`config.mk`:
```
export PLATFORM = sky130hd
export DESIGN_NAME = chat_link_frame_parser
export DESIGN_NICKNAME = d
export VERILOG_FILES = /design/src/clfp_pkg.sv /design/src/clfp_decode.sv /design/src/chat_link_frame_parser.sv
export SDC_FILE = /design/constraint.sdc
export NUM_CORES = 1
export LEC_CHECK = 0
export BUFFER_PORTS_ARGS = -buffer_cell sky130_fd_sc_hd__buf_4
export CORE_MARGIN = 5
export CORE_UTILIZATION = 58
export CTS_CLUSTER_DIAMETER = 200
export DETAILED_ROUTE_END_ITERATION = 6
export MAX_ROUTING_LAYER = met4
export PLACE_DENSITY_LB_ADDON = 0.1
export SLEW_MARGIN = 10
export SYNTH_ARGS = -nofsm -noshare
export SYNTH_HDL_FRONTEND = slang
export SYNTH_SLANG_ARGS = --single-unit
export TNS_END_PERCENT = 30
```
`constraint.sdc`:
```
create_clock -name clk -period 3.8 [get_ports clk]
set_input_delay 0.57 -clock clk [delete_from_list [all_inputs] [get_ports clk]]
set_output_delay 0.57 -clock clk [all_outputs]
set_load 0.1 [all_outputs]
```
`src/clfp_pkg.sv`:
```
// ----------------------------------------------------------------------------
// clfp_pkg: shared definitions for the chat link frame parser
// Phase codes, event codes, escape characters and the parser state and
// result structures used by the decoder and the top level.
// ----------------------------------------------------------------------------
package clfp_pkg;

    // Parse phase codes.
    localparam logic [2:0] PH_IDLE    = 3'd0;
    localparam logic [2:0] PH_ESCAPE  = 3'd1;
    localparam logic [2:0] PH_LENGTH  = 3'd2;
    localparam logic [2:0] PH_PAYLOAD = 3'd3;
    localparam logic [2:0] PH_TRAILER = 3'd4;

    // Event codes reported with every word.
    localparam logic [2:0] EV_NONE      = 3'd0;
    localparam logic [2:0] EV_PAYLOAD   = 3'd1;
    localparam logic [2:0] EV_LEFT      = 3'd2;
    localparam logic [2:0] EV_DONE      = 3'd3;
    localparam logic [2:0] EV_WHO       = 3'd4;
    localparam logic [2:0] EV_HANDSHAKE = 3'd5;
    localparam logic [2:0] EV_ACTIVITY  = 3'd6;

    // Link characters.
    localparam logic [7:0] CH_ESC  = 8'h5C;
    localparam logic [7:0] CH_MSG  = 8'h4D;
    localparam logic [7:0] CH_NAME = 8'h48;
    localparam logic [7:0] CH_PING = 8'h50;
    localparam logic [7:0] CH_WHO  = 8'h57;

    // Parser state carried from word to word.
    typedef struct packed {
        logic [2:0] phase;
        logic       frame_kind;
        logic [7:0] declared_length;
        logic [7:0] bytes_seen;
    } parse_state_t;

    // One result word.
    typedef struct packed {
        logic [2:0] event_res;
        logic [7:0] payload_byte;
        logic       is_name_frame;
        logic [6:0] frame_length;
    } parse_result_t;

endpackage

```
`src/clfp_decode.sv`:
```
// ----------------------------------------------------------------------------
// clfp_decode: next-state and event logic of the frame parser
// Given the current parser state and one received word, produces the next
// state and the result word. Purely combinational.
// ----------------------------------------------------------------------------
module clfp_decode
    import clfp_pkg::*;
(
    input  parse_state_t  state_cur,
    input  logic [7:0]    rx_byte,
    input  logic          peer_offline,
    output parse_state_t  state_nxt,
    output parse_result_t result
);

    // Phase decoder: one arm per parse phase.
    always_comb
    begin
        state_nxt = state_cur;
        result    = '0;
        unique case (state_cur.phase)
            PH_IDLE:
            begin
                if (rx_byte == CH_ESC)
                begin
                    state_nxt.phase = PH_ESCAPE;
                end
            end
            PH_ESCAPE:
            begin
                if ((rx_byte == CH_MSG) || (rx_byte == CH_NAME))
                begin
                    state_nxt.frame_kind = (rx_byte == CH_NAME);
                    state_nxt.bytes_seen = '0;
                    state_nxt.phase      = PH_LENGTH;
                end
                else if (rx_byte == CH_PING)
                begin
                    state_nxt.phase = PH_TRAILER;
                    if (peer_offline)
                    begin
                        result.event_res = EV_WHO;
                    end
                end
                else if (rx_byte == CH_WHO)
                begin
                    state_nxt.phase  = PH_TRAILER;
                    result.event_res = EV_HANDSHAKE;
                end
                else
                begin
                    // An unknown escape, a second backslash included, is dropped.
                    state_nxt.phase = PH_IDLE;
                end
            end
            PH_LENGTH:
            begin
                state_nxt.declared_length = rx_byte;
                state_nxt.bytes_seen      = '0;
                state_nxt.phase           = PH_PAYLOAD;
                if (rx_byte == 8'd0)
                begin
                    result.event_res = EV_LEFT;
                end
            end
            PH_PAYLOAD:
            begin
                if (state_cur.declared_length[7])
                begin
                    // A negative length drops the frame on this word.
                    state_nxt.phase = PH_IDLE;
                end
                else if (state_cur.bytes_seen < state_cur.declared_length)
                begin
                    state_nxt.bytes_seen = state_cur.bytes_seen + 8'd1;
                    result.event_res     = EV_PAYLOAD;
                    result.payload_byte  = rx_byte;
                    result.is_name_frame = state_cur.frame_kind;
                end
                else
                begin
                    result.event_res     = EV_DONE;
                    result.is_name_frame = state_cur.frame_kind;
                    result.frame_length  = state_cur.declared_length[6:0];
                    state_nxt.phase      = PH_IDLE;
                end
            end
            PH_TRAILER:
            begin
                result.event_res = EV_ACTIVITY;
                state_nxt.phase  = PH_IDLE;
            end
            default:
            begin
                state_nxt.phase = PH_IDLE;
            end
        endcase
    end

endmodule

```
`src/chat_link_frame_parser.sv`:
```
// ----------------------------------------------------------------------------
// chat_link_frame_parser: byte-stream parser for the chat link protocol
// Takes one received link word per cycle and reports one event word for it.
// ----------------------------------------------------------------------------
// The parser takes one received byte per clock cycle and returns exactly one
// event word per byte, in order. The event word reaches the output the cycle
// after its byte is accepted when the output side keeps up, and later while
// earlier words wait there. The parser state is updated in the same cycle
// the byte is accepted, so a new byte can follow in every cycle. Results sit
// in an output register backed by a one-word skid register; the input stalls
// only while the skid register holds a word, which keeps full rate whenever
// the output side keeps up.
// ----------------------------------------------------------------------------
module chat_link_frame_parser
    import clfp_pkg::*;
(
    input  logic       clk,
    input  logic       rst_n,
    input  logic       in_valid,
    output logic       in_stall,
    input  logic [7:0] rx_byte,
    input  logic       peer_offline,
    output logic       out_valid,
    input  logic       out_stall,
    output logic [2:0] event_res,
    output logic [7:0] payload_byte,
    output logic       is_name_frame,
    output logic [6:0] frame_length
);

    parse_state_t  state_reg;
    parse_state_t  state_next;
    parse_result_t new_result;
    parse_result_t out_reg;
    parse_result_t skid_reg;
    logic          out_valid_reg;
    logic          skid_valid_reg;
    logic          in_accept;
    logic          out_take;

    // Handshake decode.
    assign in_stall  = skid_valid_reg;
    assign in_accept = in_valid && !skid_valid_reg;
    assign out_take  = out_valid_reg && !out_stall;

    // Parser next-state and event logic.
    clfp_decode u_decode
    (
        .state_cur    (state_reg),
        .rx_byte      (rx_byte),
        .peer_offline (peer_offline),
        .state_nxt    (state_next),
        .result       (new_result)
    );

    // Parser state advances on every accepted word.
    always_ff @(posedge clk or negedge rst_n)
    begin
        if (!rst_n)
        begin
            state_reg <= '0;
        end
        else if (in_accept)
        begin
            state_reg <= state_next;
        end
    end

    // Output register and skid register valid flags.
    always_ff @(posedge clk or negedge rst_n)
    begin
        if (!rst_n)
        begin
            out_valid_reg  <= 1'b0;
            skid_valid_reg <= 1'b0;
        end
        else if (out_take)
        begin
            if (skid_valid_reg)
            begin
                skid_valid_reg <= 1'b0;
            end
            else
            begin
                out_valid_reg <= in_accept;
            end
        end
        else if (in_accept)
        begin
            if (out_valid_reg)
            begin
                skid_valid_reg <= 1'b1;
            end
            else
            begin
                out_valid_reg <= 1'b1;
            end
        end
    end

    // Result payload registers.
    always_ff @(posedge clk)
    begin
        if (out_take && skid_valid_reg)
        begin
            out_reg <= skid_reg;
        end
        else if (in_accept && (out_take || !out_valid_reg))
        begin
            out_reg <= new_result;
        end
        if (in_accept && out_valid_reg && !out_take)
        begin
            skid_reg <= new_result;
        end
    end

    // Output ports.
    assign out_valid     = out_valid_reg;
    assign event_res     = out_reg.event_res;
    assign payload_byte  = out_reg.payload_byte;
    assign is_name_frame = out_reg.is_name_frame;
    assign frame_length  = out_reg.frame_length;

    // The skid register is only ever filled behind a full output register.
    assert property (@(posedge clk) disable iff (!rst_n)
        skid_valid_reg |-> out_valid_reg)
        else $error("skid register holds a word while output register is empty");

    // Payload count never passes a non-negative declared length.
    assert property (@(posedge clk) disable iff (!rst_n)
        ((state_reg.phase == PH_PAYLOAD) && !state_reg.declared_length[7])
        |-> (state_reg.bytes_seen <= state_reg.declared_length))
        else $error("payload count exceeds declared length");

    // A word taken while the skid is full leaves the output register valid.
    assert property (@(posedge clk) disable iff (!rst_n)
        (out_take && skid_valid_reg) |=> (out_valid_reg && !skid_valid_reg))
        else $error("skid word lost on output transfer");

    // A word accepted with nothing waiting shows up at the output next cycle.
    assert property (@(posedge clk) disable iff (!rst_n)
        (in_accept && (!out_valid_reg || out_take)) |=> out_valid_reg)
        else $error("accepted word did not reach the output register");

endmodule
```
# --- Word level (Yosys, flattened, before mapping) ---
# Cells that the tools add are included.
op_classes:
  addsub: 1
  magnitude_cmp: 1
  n_eq_ne: 15
  muxes: 30
  n_reduce_logical: 24
ops:
  columns: ["operator", "n"]
  rows:
  - ["19-bit two-way mux", 3]
  - ["8-bit by 7-bit == test with 1-bit output (second input constant)", 5]
  - ["8-bit two-way mux", 4]
  - ["3-bit two-way mux", 10]
  - ["3-bit one-hot mux with 4 select lines", 2]
  - ["8-bit one-hot mux with 3 select lines", 1]
  - ["16-bit two-way mux", 1]
  - ["8-bit by 1-bit adder with 8-bit output (second input constant)", 1]
  - ["8-bit zero test", 1]
  - ["8-bit < comparator", 1]
  - ["7-bit two-way mux", 1]
  - ["3-bit by 2-bit == test with 1-bit output (second input constant)", 2]
  - ["1-bit logical AND", 6]
  - ["1-bit two-way mux", 6]
  - ["2-bit by 1-bit != test with 1-bit output (second input constant)", 3]
  - ["2-bit AND reduction", 3]
  - ["3-bit AND reduction", 2]
  - ["2-bit nonzero test", 3]
  - ["5-bit AND reduction", 1]
  - ["1-bit zero test", 4]
  - ["2-bit two-way mux", 2]
  - ["2-bit != test (second input constant)", 2]
  - ["3-bit by 1-bit == test with 1-bit output (second input constant)", 1]
  - ["3-bit == test (second input constant)", 1]
  - ["other kinds (4)", 5]
totals:
  regBits: 60
  input_bits: 13
  out_inout_bits: 21
  word_cells: 85

# --- Depth between registers and ports, before layout ---
# Gate-level depths: netlist of the first run.
logic_depth:
  depth_word: 7
  ltp_mapped: 8
  mapped_depth_nobuf: 7

# --- Modules after synthesis ---
# From an unflattened synthesis of the first run, not the netlist that was laid out.
hier_totals:
  cells_unflattened: 253
  area_unflattened_um2: 3131.8
modules_own_cells:
  columns: ["module", "instances", "cells_per_inst", "area_per_inst_um2", "seq_area_each_um2"]
  rows:
  - ["chat_link_frame_parser", 1, 114, 2270.9, 1691.6]
  - ["clfp_decode", 1, 139, 860.8, 0.0]

# --- Least setup slack after synthesis of the first run ---
# No wires, ideal clock.
synth_timing:
  path_kind: "register to register"
  from: "reg skid_valid_reg (netlist: in_stall)"
  to: "reg out_reg (netlist bit event_res[0]) (enable)"
  arrival_time_ns: 2.772
  slack_ns: 0.604
  path_stages_with_launch: 4
  path_buffers: 1
  period_less_slack_ns: 3.196
  path_cell_list: "dfrtp_1 > nand2b_1 > clkbuf_1 > a21boi_0"
synth_between:
  elab_chain_cells: 4
synth_lines:
  columns: ["element", "line_no", "rtl"]
  rows:
  - ["from (decl)", "chat_link_frame_parser.sv:37", "logic skid_valid_reg;"]
  - ["from (signal assigned)", "chat_link_frame_parser.sv:75", "skid_valid_reg <= 1'b0;"]
  - ["from (signal assigned)", "chat_link_frame_parser.sv:81", "skid_valid_reg <= 1'b0;"]
  - ["from (signal assigned)", "chat_link_frame_parser.sv:92", "skid_valid_reg <= 1'b1;"]
  - ["1-bit zero test", "chat_link_frame_parser.sv:43", "assign in_accept = in_valid && !skid_valid_reg;"]
  - ["1-bit logical AND", "chat_link_frame_parser.sv:43", null]
  - ["1-bit logical AND", "chat_link_frame_parser.sv:108", "else if (in_accept && (out_take || !out_valid_reg))"]
  - ["2-bit nonzero test (no source line) *", null, null]
  - ["to (signal assigned)", "chat_link_frame_parser.sv:106", "out_reg <= skid_reg;"]
  - ["to (signal assigned)", "chat_link_frame_parser.sv:110", "out_reg <= new_result;"]
  - ["to (decl)", "chat_link_frame_parser.sv:34", "parse_result_t out_reg;"]
# Mark *: on every way between the ends. The rest lies on a longest branch, timed or not.
# A chain may end at the register's enable or synchronous reset.

# --- Worst setup path after layout of the first run ---
layout_timing:
  from: "reg state_reg[15] (netlist bit)"
  to: "reg out_reg (netlist bit frame_length[5]) (data pin)"
layout_between:
  elab_chain_cells: 6
layout_lines:
  columns: ["element", "line_no", "rtl"]
  rows:
  - ["from (decl)", "chat_link_frame_parser.sv:31", "parse_state_t state_reg;"]
  - ["from (signal assigned)", "chat_link_frame_parser.sv:65", "state_reg <= state_next;"]
  - ["8-bit < comparator", "clfp_decode.sv:73", "else if (state_cur.bytes_seen < state_cur.declared_length)"]
  - ["7-bit two-way mux", "clfp_decode.sv:73", null]
  - ["19-bit two-way mux *", "clfp_decode.sv:68", "if (state_cur.declared_length[7])"]
  - ["16-bit two-way mux *", "clfp_decode.sv:21", "unique case (state_cur.phase)"]
  - ["19-bit two-way mux *", "chat_link_frame_parser.sv:108", null]
  - ["19-bit two-way mux *", "chat_link_frame_parser.sv:104", "if (out_take && skid_valid_reg)"]
# Mark *: on every way between the ends. The rest lies on a longest branch, timed or not. The select of a mux whose other input is x is not followed.

==> flow_summary.html, run 1 <==
<table>
<tr><th>Metric</th><th>Value</th></tr>
<tr><th colspan="2">Worst setup path</th></tr>
<tr><td>Setup slack on the worst flop-to-flop path</td><td>~1.3 ns</td></tr>
<tr><td>R2r startpoint</td><td>state_reg[15]</td></tr>
<tr><td>Top fanout value on the critical path</td><td>14</td></tr>
<tr><td>Type of element launching the critical path</td><td>flip-flop</td></tr>
<tr><td>Worst path arrival time</td><td>2.60 ns</td></tr>
<tr><td>Worst endpoint required time</td><td>3.94 ns</td></tr>
<tr><td>Endpoint of the worst register-to-register path</td><td>frame_length[5]</td></tr>
<tr><td>Crit path capture type</td><td>flip-flop</td></tr>
<tr><td>Number of cells on the worst reg-to-reg path</td><td>7</td></tr>
<tr><td>Category of the most critical setup path</td><td>reg2reg</td></tr>
<tr><th colspan="2">Drt</th></tr>
<tr><td>Routed Antenna Nets</td><td>0</td></tr>
<tr><td>Remaining routing DRC violations</td><td>0</td></tr>
<tr><td>Drt wl/cell</td><td>16.2 um</td></tr>
<tr><td>Total wire length</td><td>5.84 mm</td></tr>
<tr><td>Vias</td><td>2,072</td></tr>
<tr><td>Number of design-rule violations left by the first detailed-router iteration</td><td>140</td></tr>
<tr><td>Average via count per standard cell</td><td>approximately 5.8</td></tr>
<tr><td>Drt pass-1 iters</td><td>4</td></tr>
<tr><th colspan="2">Synthesis</th></tr>
<tr><td>Cell taking the most area after synthesis</td><td>edfxtp_1</td></tr>
<tr><td>Most used flip-flop cell after synthesis</td><td>edfxtp_1</td></tr>
<tr><td>Yosys warning count</td><td>0</td></tr>
<tr><td>Share of the yosys chip area belonging to registers</td><td>roughly three fifths</td></tr>
<tr><td>Synthesized flop and latch total</td><td>60</td></tr>
<tr><td>Top cell type's share of synthesized area</td><td>slightly below 40%</td></tr>
<tr><td>Number of unique standard cell types used by synthesis</td><td>47</td></tr>
<tr><td>Count of flip-flops with a built-in enable after synthesis</td><td>38</td></tr>
<tr><td>Mapped Cells</td><td>254</td></tr>
<tr><td>Share of async-settable or async-resettable flops after synthesis</td><td>36.7%</td></tr>
<tr><td>Post-Synthesis Net Count</td><td>275</td></tr>
<tr><td>Cell types with the largest area share after synthesis</td><td>edfxtp_1 39%, dfrtp_1 19%, mux2_2 5.4%</td></tr>
<tr><td>Netlist Area Pre-Place</td><td>around 0.0029 sq mm</td></tr>
<tr><td>Syn_area_per_cell</td><td>11.5 sq um</td></tr>
<tr><th colspan="2">Die</th></tr>
<tr><td>Height of the die</td><td>80.9 um</td></tr>
<tr><td>Die W</td><td>80.9 um</td></tr>
<tr><td>Effective utilization at floorplan</td><td>between 60 and 70%</td></tr>
<tr><td>Total core area</td><td>between 0.004 and 0.005 sq mm</td></tr>
<tr><td>Io pins</td><td>34</td></tr>
<tr><td>Standard-cell rows</td><td>25</td></tr>
<tr><td>Die area</td><td>roughly 0.0065 sq mm</td></tr>
<tr><th colspan="2">STA</th></tr>
<tr><td>Unrepaired setup endpoints after global routing</td><td>no</td></tr>
<tr><td>Final Max Slew Viols</td><td>0</td></tr>
<tr><td>Headroom to the max-slew limit</td><td>29.3%</td></tr>
<tr><td>Fin crit period</td><td>2.46 ns</td></tr>
<tr><td>Final count of hold timing violations</td><td>0</td></tr>
<tr><td>Clock skew</td><td>0.00862 ns</td></tr>
<tr><td>Total setup violations reported at the end of the flow</td><td>0</td></tr>
<tr><td>Summed negative setup slack over all endpoints</td><td>0 ns</td></tr>
<tr><td>Slew @ Worst Pin</td><td>1.05 ns</td></tr>
<tr><td>Final worst path period share</td><td>approximately two thirds</td></tr>
<tr><td>Achievable clock frequency</td><td>406 MHz</td></tr>
<tr><th colspan="2">Run status</th></tr>
<tr><td>Run status</td><td>completed</td></tr>
<tr><th colspan="2">Placed design</th></tr>
<tr><td>Buffers added on ports</td><td>33</td></tr>
<tr><td>HPWL Detailed</td><td>4.10 mm</td></tr>
<tr><td>Gp weighted congestion</td><td>0.852</td></tr>
<tr><th colspan="2">CTS</th></tr>
<tr><td>CTS Hold Bufs</td><td>0</td></tr>
<tr><td>Clock net sink count</td><td>60</td></tr>
<tr><td>Clk buf depth</td><td>2</td></tr>
<tr><td>Clock tree from TritonCTS</td><td>done</td></tr>
<tr><td># resized after CTS</td><td>0</td></tr>
<tr><td>Post-CTS Repair Setup Buffers</td><td>0</td></tr>
<tr><td>CTS Buf Count</td><td>9</td></tr>
<tr><td>CTS clk-pin slew, worst paths</td><td>~0.07 ns</td></tr>
<tr><td>CTS H-tree lvls</td><td>3</td></tr>
<tr><td>Clock insertion delay at the later pin of the skew report</td><td>about 0.33 ns</td></tr>
<tr><td>Clock root buffer master</td><td>clkbuf_8</td></tr>
<tr><th colspan="2">Global route</th></tr>
<tr><td>Vias in the first global route</td><td>1,966</td></tr>
<tr><td>Initial antenna violation count</td><td>0</td></tr>
<tr><td>Global-route usage over all layers</td><td>20.2%</td></tr>
<tr><td>Global-route wire length before repair</td><td>9.60 mm</td></tr>
<tr><td>Total grt overflow</td><td>0</td></tr>
<tr><td>Largest net degree at the start of global routing</td><td>23</td></tr>
<tr><th colspan="2">Cells and area</th></tr>
<tr><td>Post-layout net count</td><td>309</td></tr>
<tr><td>Commonest non-fill, non-tap cell in the layout</td><td>nand2_1</td></tr>
<tr><td>Area Overhead vs Synth</td><td>16.1%</td></tr>
<tr><td>Layout cells sized above 1</td><td>24.2%</td></tr>
<tr><td>Diodes inserted</td><td>0</td></tr>
<tr><td>Flip-flop count of the largest register after layout</td><td>20</td></tr>
<tr><td>Top library cells by usage in the layout, fill and taps aside</td><td>40 x nand2_1, 38 x edfxtp_1, 34 x buf_4</td></tr>
<tr><th colspan="2">Hold path</th></tr>
<tr><td>Min-delay worst type</td><td>in2async</td></tr>
<tr><th colspan="2">Run</th></tr>
<tr><td>Total of max-cap violations</td><td>0</td></tr>
</table>
cell families (layout without fill, tap and decap cells):
family                   Yosys count  in the layout  synth area share [%]
AND/OR/NAND/NOR                  103            103                  17.6
flip-flops                        60             60                  58.0
AO/OA/AOI/OAI                     46             46                  11.9
buffers and inverters             22             61                  3.35
multiplexers                      14             14                  5.41
adder cells (fa/ha/maj)            8              8                  3.43
XOR/XNOR                           1              1                 0.300
metal layers:
metal	global-route usage (%)	part of all wire, %
met5	-	0
met4	8.78	1.5
met3	3.99	5.4
met2	31.4	48
met1	25.7	45
cells in the mapped netlist (2+ instances only):
cell	count
nor3_1	8
o22ai_1	2
or3_1	2
buf_2	3
a21o_1	2
o211ai_1	6
nand4_1	3
edfxtp_1	38
o31ai_1	7
o21ai_1	8
clkbuf_1	6
inv_1	10
a21oi_1	4
and3_1	3
nor2_1	14
a41o_1	2
nor4_1	3
dfrtp_1	22
a221o_1	2
nand3_1	10
o21ai_0	3
and2_1	9
or4_1	4
ha_1	8
mux2_2	14
nand2_1	40
layout make-up:
type	instances	area, sq um
sequential	60	1690
fill	377	1430
multi-input combinational	172	1130
timing repair buffer	34	255
clock buffer	11	131
tap	67	83.8
clock inverter	5	52.6
inverter	11	41.3
worst max-delay path, stage by stage, from the launching register on:
cell	delay (ns)
dfrtp_1	0.41
inv_1	0.11
ha_1	0.32
and4_1	0.18
o21ai_0	0.11
o21ai_0	0.36
nand2_1	0.40
o31ai_1	0.38
worst max-delay path by stage:
| stage | slack (ns) | end | cells after the start | startpoint |
|---|---|---|---|---|
| final | 1.34 | frame_length[5] | 7 | state_reg[15] |
| after floorplan | 0.60 | event_res[0] | 3 | in_stall |
| after detailed placement | 1.32 | frame_length[5] | 7 | state_reg[15] |
| after global routing | 1.09 | frame_length[5] | 7 | state_reg[15] |
| after global placement | 1.47 | frame_length[5] | 7 | state_reg[15] |
| after CTS | 1.34 | frame_length[5] | 7 | state_reg[15] |
through the flow:
stage / cells / cell area [sq um] / utilization (%) / setup WS, ns / hold WS [ns]
after floorplan: 254 / 2920 / - / 0.604 / 0.274
after global placement: 344 / 3200 / 66.5 / 1.47 / 0.478
after detailed placement: 344 / 3200 / 66.5 / 1.32 / 0.483
after CTS: 360 / 3390 / 70.3 / 1.34 / 0.123
after global routing: 360 / 3390 / 70.3 / 1.09 / 0.134
final: 360 / 3390 / 70.3 / 1.34 / 0.121
Power of run 1 is not shown: default switching activity piles up to over one toggle a cycle in this logic, so the estimate is an artifact.
==> run 2, diff against run 1 <==
clock period = 2.3 ns   (was 3.8 ns; I/O delays follow)
==> flow_summary.html, run 2 (synthesis results as in run 1) <==
<table>
<tr><th>Metric</th><th>Value</th></tr>
<tr><th colspan="2">Run status</th></tr>
<tr><td>Run status</td><td>completed</td></tr>
<tr><th colspan="2">Die</th></tr>
<tr><td>Die area</td><td>0.00655 sq mm (unchanged)</td></tr>
<tr><td>Height of the die</td><td>80.9 um (unchanged)</td></tr>
<tr><td>Total core area</td><td>0.00482 sq mm (unchanged)</td></tr>
<tr><td>Effective utilization at floorplan</td><td>60.5% (unchanged)</td></tr>
<tr><td>Standard-cell rows</td><td>25 (unchanged)</td></tr>
<tr><td>Io pins</td><td>34 (unchanged)</td></tr>
<tr><td>Die W</td><td>80.9 um (unchanged)</td></tr>
<tr><th colspan="2">Worst setup path</th></tr>
<tr><td>Worst path arrival time</td><td>2.41 ns (-0.19 ns)</td></tr>
<tr><td>Category of the most critical setup path</td><td>reg2reg</td></tr>
<tr><td>Crit. Startpoint</td><td>state_reg[15]</td></tr>
<tr><td>Number of cells on the worst reg-to-reg path</td><td>8 (+1)</td></tr>
<tr><td>Type of element launching the critical path</td><td>flip-flop</td></tr>
<tr><td>Peak per-stage delay on the critical path</td><td>0.49 ns (+0.08 ns)</td></tr>
<tr><td>Top fanout value on the critical path</td><td>7 (-7)</td></tr>
<tr><td>Crit path capture type</td><td>flip-flop</td></tr>
<tr><td>Critical path cell sequence</td><td>inv_1, ha_1, a41o_1, a21oi_1, o211ai_2, buf_4, or4_1, nand3_1</td></tr>
<tr><td>Endpoint of the worst register-to-register path</td><td>state_reg[4]</td></tr>
<tr><td>Setup slack on the worst flop-to-flop path</td><td>0.15 ns (-1.18 ns)</td></tr>
<tr><td>Setup crit end</td><td>state_reg[4]</td></tr>
<tr><td>R2r startpoint</td><td>state_reg[15]</td></tr>
<tr><td>Slowest cell on the critical path</td><td>or4_1</td></tr>
<tr><td>Worst endpoint required time</td><td>2.57 ns (-1.37 ns)</td></tr>
<tr><th colspan="2">Drt</th></tr>
<tr><td>Vias</td><td>2,126 (+2.6%)</td></tr>
<tr><td>Total wire length</td><td>6.09 mm (+4.1%)</td></tr>
<tr><td>Drt wl/cell</td><td>16.3 um (+0.24%)</td></tr>
<tr><td>Remaining routing DRC violations</td><td>0 (unchanged)</td></tr>
<tr><td>Number of design-rule violations left by the first detailed-router iteration</td><td>155 (+11%)</td></tr>
<tr><td>Drt pass-1 iters</td><td>4 (unchanged)</td></tr>
<tr><td>Routed Antenna Nets</td><td>0 (unchanged)</td></tr>
<tr><td>Average via count per standard cell</td><td>5.68 (-1.2%)</td></tr>
<tr><th colspan="2">Global route</th></tr>
<tr><td>Initial antenna violation count</td><td>0 (unchanged)</td></tr>
<tr><td>Vias in the first global route</td><td>2,053 (+4.4%)</td></tr>
<tr><td>Global-route usage over all layers</td><td>21.5% (+1.3 points)</td></tr>
<tr><td>Global-route wire length before repair</td><td>10.1 mm (+5.3%)</td></tr>
<tr><td>Largest net degree at the start of global routing</td><td>23 (unchanged)</td></tr>
<tr><td>Total grt overflow</td><td>0 (unchanged)</td></tr>
<tr><th colspan="2">Cells and area</th></tr>
<tr><td>Final core occ</td><td>72.1% (+1.8 points)</td></tr>
<tr><td>Fin cells</td><td>374 (+3.9%)</td></tr>
<tr><td>Diodes inserted</td><td>0 (unchanged)</td></tr>
<tr><td>Cell area after layout</td><td>0.00347 sq mm (+2.6%)</td></tr>
<tr><td>Area Overhead vs Synth</td><td>19.1%</td></tr>
<tr><td>Flip-flop count of the largest register after layout</td><td>20 (unchanged)</td></tr>
<tr><td>Commonest non-fill, non-tap cell in the layout</td><td>buf_4</td></tr>
<tr><td>Layout cells sized above 1</td><td>27.4% (+3.1 points)</td></tr>
<tr><td>Post-layout net count</td><td>323 (+4.5%)</td></tr>
<tr><td>Top library cells by usage in the layout, fill and taps aside</td><td>47 x buf_4, 40 x nand2_1, 38 x edfxtp_1</td></tr>
<tr><th colspan="2">STA</th></tr>
<tr><td>Clock skew</td><td>0.0116 ns (+0.00294 ns)</td></tr>
<tr><td>Final Max Slew Viols</td><td>0 (unchanged)</td></tr>
<tr><td>Summed negative setup slack over all endpoints</td><td>0 ns (unchanged)</td></tr>
<tr><td>Total setup violations reported at the end of the flow</td><td>0 (unchanged)</td></tr>
<tr><td>Final count of hold timing violations</td><td>0 (unchanged)</td></tr>
<tr><td>Unrepaired setup endpoints after global routing</td><td>no</td></tr>
<tr><td>Final worst path period share</td><td>93.3% (+29 points)</td></tr>
<tr><td>Fin crit period</td><td>2.15 ns (-0.316 ns)</td></tr>
<tr><td>Headroom to the max-slew limit</td><td>62.0% (+33 points)</td></tr>
<tr><td>Slew @ Worst Pin</td><td>0.568 ns (-0.486 ns)</td></tr>
<tr><td>Achievable clock frequency</td><td>466 MHz (+15%)</td></tr>
<tr><th colspan="2">Placed design</th></tr>
<tr><td>Buffers added on ports</td><td>33 (unchanged)</td></tr>
<tr><td>HPWL Detailed</td><td>4.24 mm (+3.4%)</td></tr>
<tr><td>Area of placed instances</td><td>0.00330 sq mm (+3.0%)</td></tr>
<tr><td>Total placed cells including tap cells</td><td>357 (+3.8%)</td></tr>
<tr><td>Gp weighted congestion</td><td>0.862 (+1.2%)</td></tr>
<tr><th colspan="2">CTS</th></tr>
<tr><td>Clock tree from TritonCTS</td><td>done</td></tr>
<tr><td>Clock net sink count</td><td>60 (unchanged)</td></tr>
<tr><td>Clock root buffer master</td><td>clkbuf_8</td></tr>
<tr><td>CTS Buf Count</td><td>9 (unchanged)</td></tr>
<tr><td>Clk buf depth</td><td>2 (unchanged)</td></tr>
<tr><td>CTS H-tree lvls</td><td>3 (unchanged)</td></tr>
<tr><td>CTS clk-pin slew, worst paths</td><td>0.06 ns (about the same)</td></tr>
<tr><td>Clock insertion delay at the later pin of the skew report</td><td>0.34 ns (about the same)</td></tr>
<tr><th colspan="2">Run</th></tr>
<tr><td>Total of max-cap violations</td><td>0 (unchanged)</td></tr>
<tr><th colspan="2">Hold path</th></tr>
<tr><td>Min-delay worst type</td><td>in2reg</td></tr>
</table>
[run 2: per-stage QoR]
stage / setup WS, ns / hold slack (ns)
after floorplan: -0.253 / 0.0494
after global placement: 0.0661 / 0.260
after detailed placement: 0.0251 / 0.257
after CTS: 0.0412 / 0.259
after global routing: 0.0105 / 0.269
final: 0.154 / 0.262
[run 2: repair_timing]
item                       CTS  global route
gates resized for setup      1             2
buffers inserted             0             0
hold buffers                 1             0
setup endpoints to repair    8             9
hold endpoints to repair    22             0
[run 2: layer usage]
metal  global-route usage [%]  wire, um  share of wire (%)  vias up
met4                     7.77        76                1.2        0
met3                     5.54       390                6.4        6
met5                        -         0                  0        -
li1                         -         -                  -     1036
met1                     28.5      2820                 46     1017
met2                     32.1      2800                 46       67
[run 2: worst min-delay path by stage]
stage                   start      endpoint  slack [ns]  depth (start not counted)
global route        out_stall     out_valid        0.27                          3
floorplan               rst_n      in_stall        0.05                          0
finish               in_valid      in_stall        0.26                          3
CTS                  in_valid      in_stall        0.26                          3
detailed placement      rst_n  state_reg[4]        0.26                          1
global placement        rst_n  state_reg[4]        0.26                          1
[run 2: worst max-delay path, delay by kind of cell (launching register included)]
kind	cells	cell delay (ns)
AOI/OAI and AO/OA	3	0.54
adders and majority gates	1	0.27
buffers and inverters	2	0.30
DFF	1	0.39
and+or+nand+nor	2	0.58
[run 2: area by class of cell]
cell class	count	area, sq um
multi-input cells	172	1140
inverters	11	41.3
repair buffers	48	363
fillers	360	1340
clock inverters	3	15.0
clock buffers	13	139
flip-flops and latches	60	1690
well taps	67	83.8
Power of run 2 is left out for the same reason.
==> run 3, diff against run 2 <==
CORE_UTILIZATION = 40   (was 58)
MAX_ROUTING_LAYER = unset   (was met4)
==> flow_summary.html, run 3 (synthesis results as in run 1) <==
<table>
<tr><th>Metric</th><th>Value</th></tr>
<tr><th colspan="2">Run status</th></tr>
<tr><td>Run status</td><td>completed</td></tr>
<tr><th colspan="2">Worst setup path</th></tr>
<tr><td>Endpoint of the worst register-to-register path</td><td>state_reg[3]</td></tr>
<tr><td>Worst endpoint required time</td><td>2.57 ns (about the same)</td></tr>
<tr><td>Top fanout value on the critical path</td><td>8 (+1)</td></tr>
<tr><td>R2r startpoint</td><td>state_reg[14]</td></tr>
<tr><td>Worst path arrival time</td><td>2.47 ns (+0.06 ns)</td></tr>
<tr><td>Number of cells on the worst reg-to-reg path</td><td>9 (+1)</td></tr>
<tr><td>CP bufs+invs</td><td>3 (+1)</td></tr>
<tr><td>Peak per-stage delay on the critical path</td><td>0.49 ns (about the same)</td></tr>
<tr><td>Crit path max-delay family</td><td>simple AND/OR/NAND/NOR gates</td></tr>
<tr><td>Crit path capture type</td><td>flip-flop</td></tr>
<tr><td>Most used cell, CP</td><td>buf_4</td></tr>
<tr><td>Critical path cell sequence</td><td>inv_1, ha_1, a21o_1, a21oi_1, buf_4, o211ai_2, buf_4, or4_1, nand3_1</td></tr>
<tr><td>Setup slack on the worst flop-to-flop path</td><td>0.11 ns (-0.05 ns)</td></tr>
<tr><td>Slowest cell on the critical path</td><td>or4_1</td></tr>
<tr><td>Type of element launching the critical path</td><td>flip-flop</td></tr>
<tr><td>Category of the most critical setup path</td><td>reg2reg</td></tr>
<tr><th colspan="2">Placed design</th></tr>
<tr><td>Buffers added on ports</td><td>33 (unchanged)</td></tr>
<tr><td>Gp weighted congestion</td><td>0.868 (+0.72%)</td></tr>
<tr><td>Total placed cells including tap cells</td><td>401 (+12%)</td></tr>
<tr><td>Area of placed instances</td><td>0.00343 sq mm (+3.9%)</td></tr>
<tr><td>Worst-case setup slack after placement</td><td>-0.0107 ns (-0.0359 ns)</td></tr>
<tr><td>HPWL Detailed</td><td>4.46 mm (+5.1%)</td></tr>
<tr><th colspan="2">Drt</th></tr>
<tr><td>Routed Antenna Nets</td><td>0 (unchanged)</td></tr>
<tr><td>Total wire length</td><td>6.27 mm (+3.1%)</td></tr>
<tr><td>Drt wl/cell</td><td>15.0 um (-7.8%)</td></tr>
<tr><td>Remaining routing DRC violations</td><td>0 (unchanged)</td></tr>
<tr><td>Average via count per standard cell</td><td>5.07 (-11%)</td></tr>
<tr><td>Vias</td><td>2,121 (-0.24%)</td></tr>
<tr><td>Number of design-rule violations left by the first detailed-router iteration</td><td>111 (-28%)</td></tr>
<tr><td>Drt pass-1 iters</td><td>7 (+3)</td></tr>
<tr><th colspan="2">STA</th></tr>
<tr><td>Slew @ Worst Pin</td><td>0.513 ns (-0.0548 ns)</td></tr>
<tr><td>Fin crit period</td><td>2.19 ns (+0.0492 ns)</td></tr>
<tr><td>Final Max Slew Viols</td><td>0 (unchanged)</td></tr>
<tr><td>Total setup violations reported at the end of the flow</td><td>0 (unchanged)</td></tr>
<tr><td>Final setup slack of the worst path</td><td>0.105 ns (-0.0492 ns)</td></tr>
<tr><td>Clock skew</td><td>0.00746 ns (-0.00410 ns)</td></tr>
<tr><td>Achievable clock frequency</td><td>456 MHz (-2.2%)</td></tr>
<tr><td>Unrepaired setup endpoints after global routing</td><td>yes</td></tr>
<tr><td>Final count of hold timing violations</td><td>0 (unchanged)</td></tr>
<tr><td>Final worst path period share</td><td>95.4% (+2.1 points)</td></tr>
<tr><td>Headroom to the max-slew limit</td><td>65.7% (+3.7 points)</td></tr>
<tr><th colspan="2">Die</th></tr>
<tr><td>Effective utilization at floorplan</td><td>40.6% (-20 points)</td></tr>
<tr><td>Io pins</td><td>34 (unchanged)</td></tr>
<tr><td>Die area</td><td>0.00910 sq mm (+39%)</td></tr>
<tr><td>Total core area</td><td>0.00718 sq mm (+49%)</td></tr>
<tr><td>Die W</td><td>95.4 um (+18%)</td></tr>
<tr><td>Standard-cell rows</td><td>31 (+24%)</td></tr>
<tr><td>Height of the die</td><td>95.4 um (+18%)</td></tr>
<tr><th colspan="2">CTS</th></tr>
<tr><td>Clock insertion delay at the later pin of the skew report</td><td>0.34 ns (about the same)</td></tr>
<tr><td>Clock net sink count</td><td>60 (unchanged)</td></tr>
<tr><td>CTS Buf Count</td><td>9 (unchanged)</td></tr>
<tr><td>Clock tree from TritonCTS</td><td>done</td></tr>
<tr><td>CTS H-tree lvls</td><td>3 (unchanged)</td></tr>
<tr><td>Clk buf depth</td><td>2 (unchanged)</td></tr>
<tr><td>CTS clk-pin slew, worst paths</td><td>0.07 ns (about the same)</td></tr>
<tr><td>Post-CTS Repair Setup Buffers</td><td>0 (unchanged)</td></tr>
<tr><td>Clock root buffer master</td><td>clkbuf_8</td></tr>
<tr><th colspan="2">Cells and area</th></tr>
<tr><td>Cell area after layout</td><td>0.00368 sq mm (+6.0%)</td></tr>
<tr><td>Fin cells</td><td>418 (+12%)</td></tr>
<tr><td>Flip-flop count of the largest register after layout</td><td>20 (unchanged)</td></tr>
<tr><td>Post-layout net count</td><td>335 (+3.7%)</td></tr>
<tr><td>Commonest non-fill, non-tap cell in the layout</td><td>buf_4</td></tr>
<tr><td>Final core occ</td><td>51.4% (-21 points)</td></tr>
<tr><td>Diodes inserted</td><td>0 (unchanged)</td></tr>
<tr><td>Top library cells by usage in the layout, fill and taps aside</td><td>59 x buf_4, 40 x nand2_1, 38 x edfxtp_1</td></tr>
<tr><td>Layout cells sized above 1</td><td>30.7% (+3.4 points)</td></tr>
<tr><td>Area Overhead vs Synth</td><td>26.3%</td></tr>
<tr><th colspan="2">Global route</th></tr>
<tr><td>Global-route usage over all layers</td><td>15.4% (-6.0 points)</td></tr>
<tr><td>Initial antenna violation count</td><td>0 (unchanged)</td></tr>
<tr><td>Global-route wire length before repair</td><td>10.4 mm (+2.5%)</td></tr>
<tr><td>Total grt overflow</td><td>0 (unchanged)</td></tr>
<tr><td>GR Layer Usage met1</td><td>21.0% (-7.5 points)</td></tr>
<tr><td>GR Util met3</td><td>3.55% (-2.0 points)</td></tr>
<tr><td>Largest net degree at the start of global routing</td><td>23 (unchanged)</td></tr>
<tr><td>Vias in the first global route</td><td>2,037 (-0.78%)</td></tr>
<tr><td>Met2 GRT Util</td><td>22.7% (-9.4 points)</td></tr>
<tr><td>Global route hottest layer</td><td>met2</td></tr>
<tr><th colspan="2">Hold path</th></tr>
<tr><td>Min-delay worst type</td><td>in2reg</td></tr>
<tr><td>Worst hold path cell count</td><td>3 (unchanged)</td></tr>
<tr><td>Hold-critical path endpoint</td><td>out_valid</td></tr>
<tr><td>Hold path startpoint</td><td>out_stall</td></tr>
<tr><th colspan="2">Run</th></tr>
<tr><td>Total of max-cap violations</td><td>0 (unchanged)</td></tr>
</table>
run 3: worst min-delay path, stage by stage:
cell     delay [ns]
buf_4          0.09
o21ai_0        0.07
nand2_1        0.06
run 3: layout make-up:
class | instances | area (sq um)
timing repair buffer | 60 | 453
multi-input combinational | 172 | 1140
clock buffer | 9 | 124
sequential | 60 | 1690
fill | 664 | 3490
inverter | 11 | 41.3
tap | 99 | 124
clock inverter | 7 | 115
run 3: through the flow:
step	hold slack, ns	setup TNS, ns
2_1_floorplan	0.0494	-4.81
3_3_place_gp	0.266	0
3_5_place_dp	0.264	-0.0376
4_1_cts	0.246	0
5_1_grt	0.251	-0.0157
6_report	0.260	0
run 3: per-layer routing:
metal | vias to the layer above | wire [um]
met2 | 56 | 2820
met5 | - | 0
met3 | 11 | 322
met1 | 993 | 2980
met4 | 0 | 146
li1 | 1061 | -
run 3: worst max-delay path by stage:
stage                  startpoint              end  slack [ns]  depth (start not counted)
floorplan                in_stall      skid_reg[0]       -0.25                          3
global placement     state_reg[5]      skid_reg[9]        0.03                          6
detailed placement  state_reg[13]      skid_reg[9]       -0.01                          7
CTS                 state_reg[14]     state_reg[3]        0.11                          9
global route        state_reg[14]  frame_length[2]       -0.02                          8
finish              state_reg[14]     state_reg[3]        0.11                          9
run 3: repair_timing:
action                                  CTS  global route
endpoints found under the setup margin    8            14
resized for setup                         2             1
hold buffers                              1             0
pin swaps                                 0             0
hold endpoints to repair                 22             0
Power of run 3 is left out for the same reason.
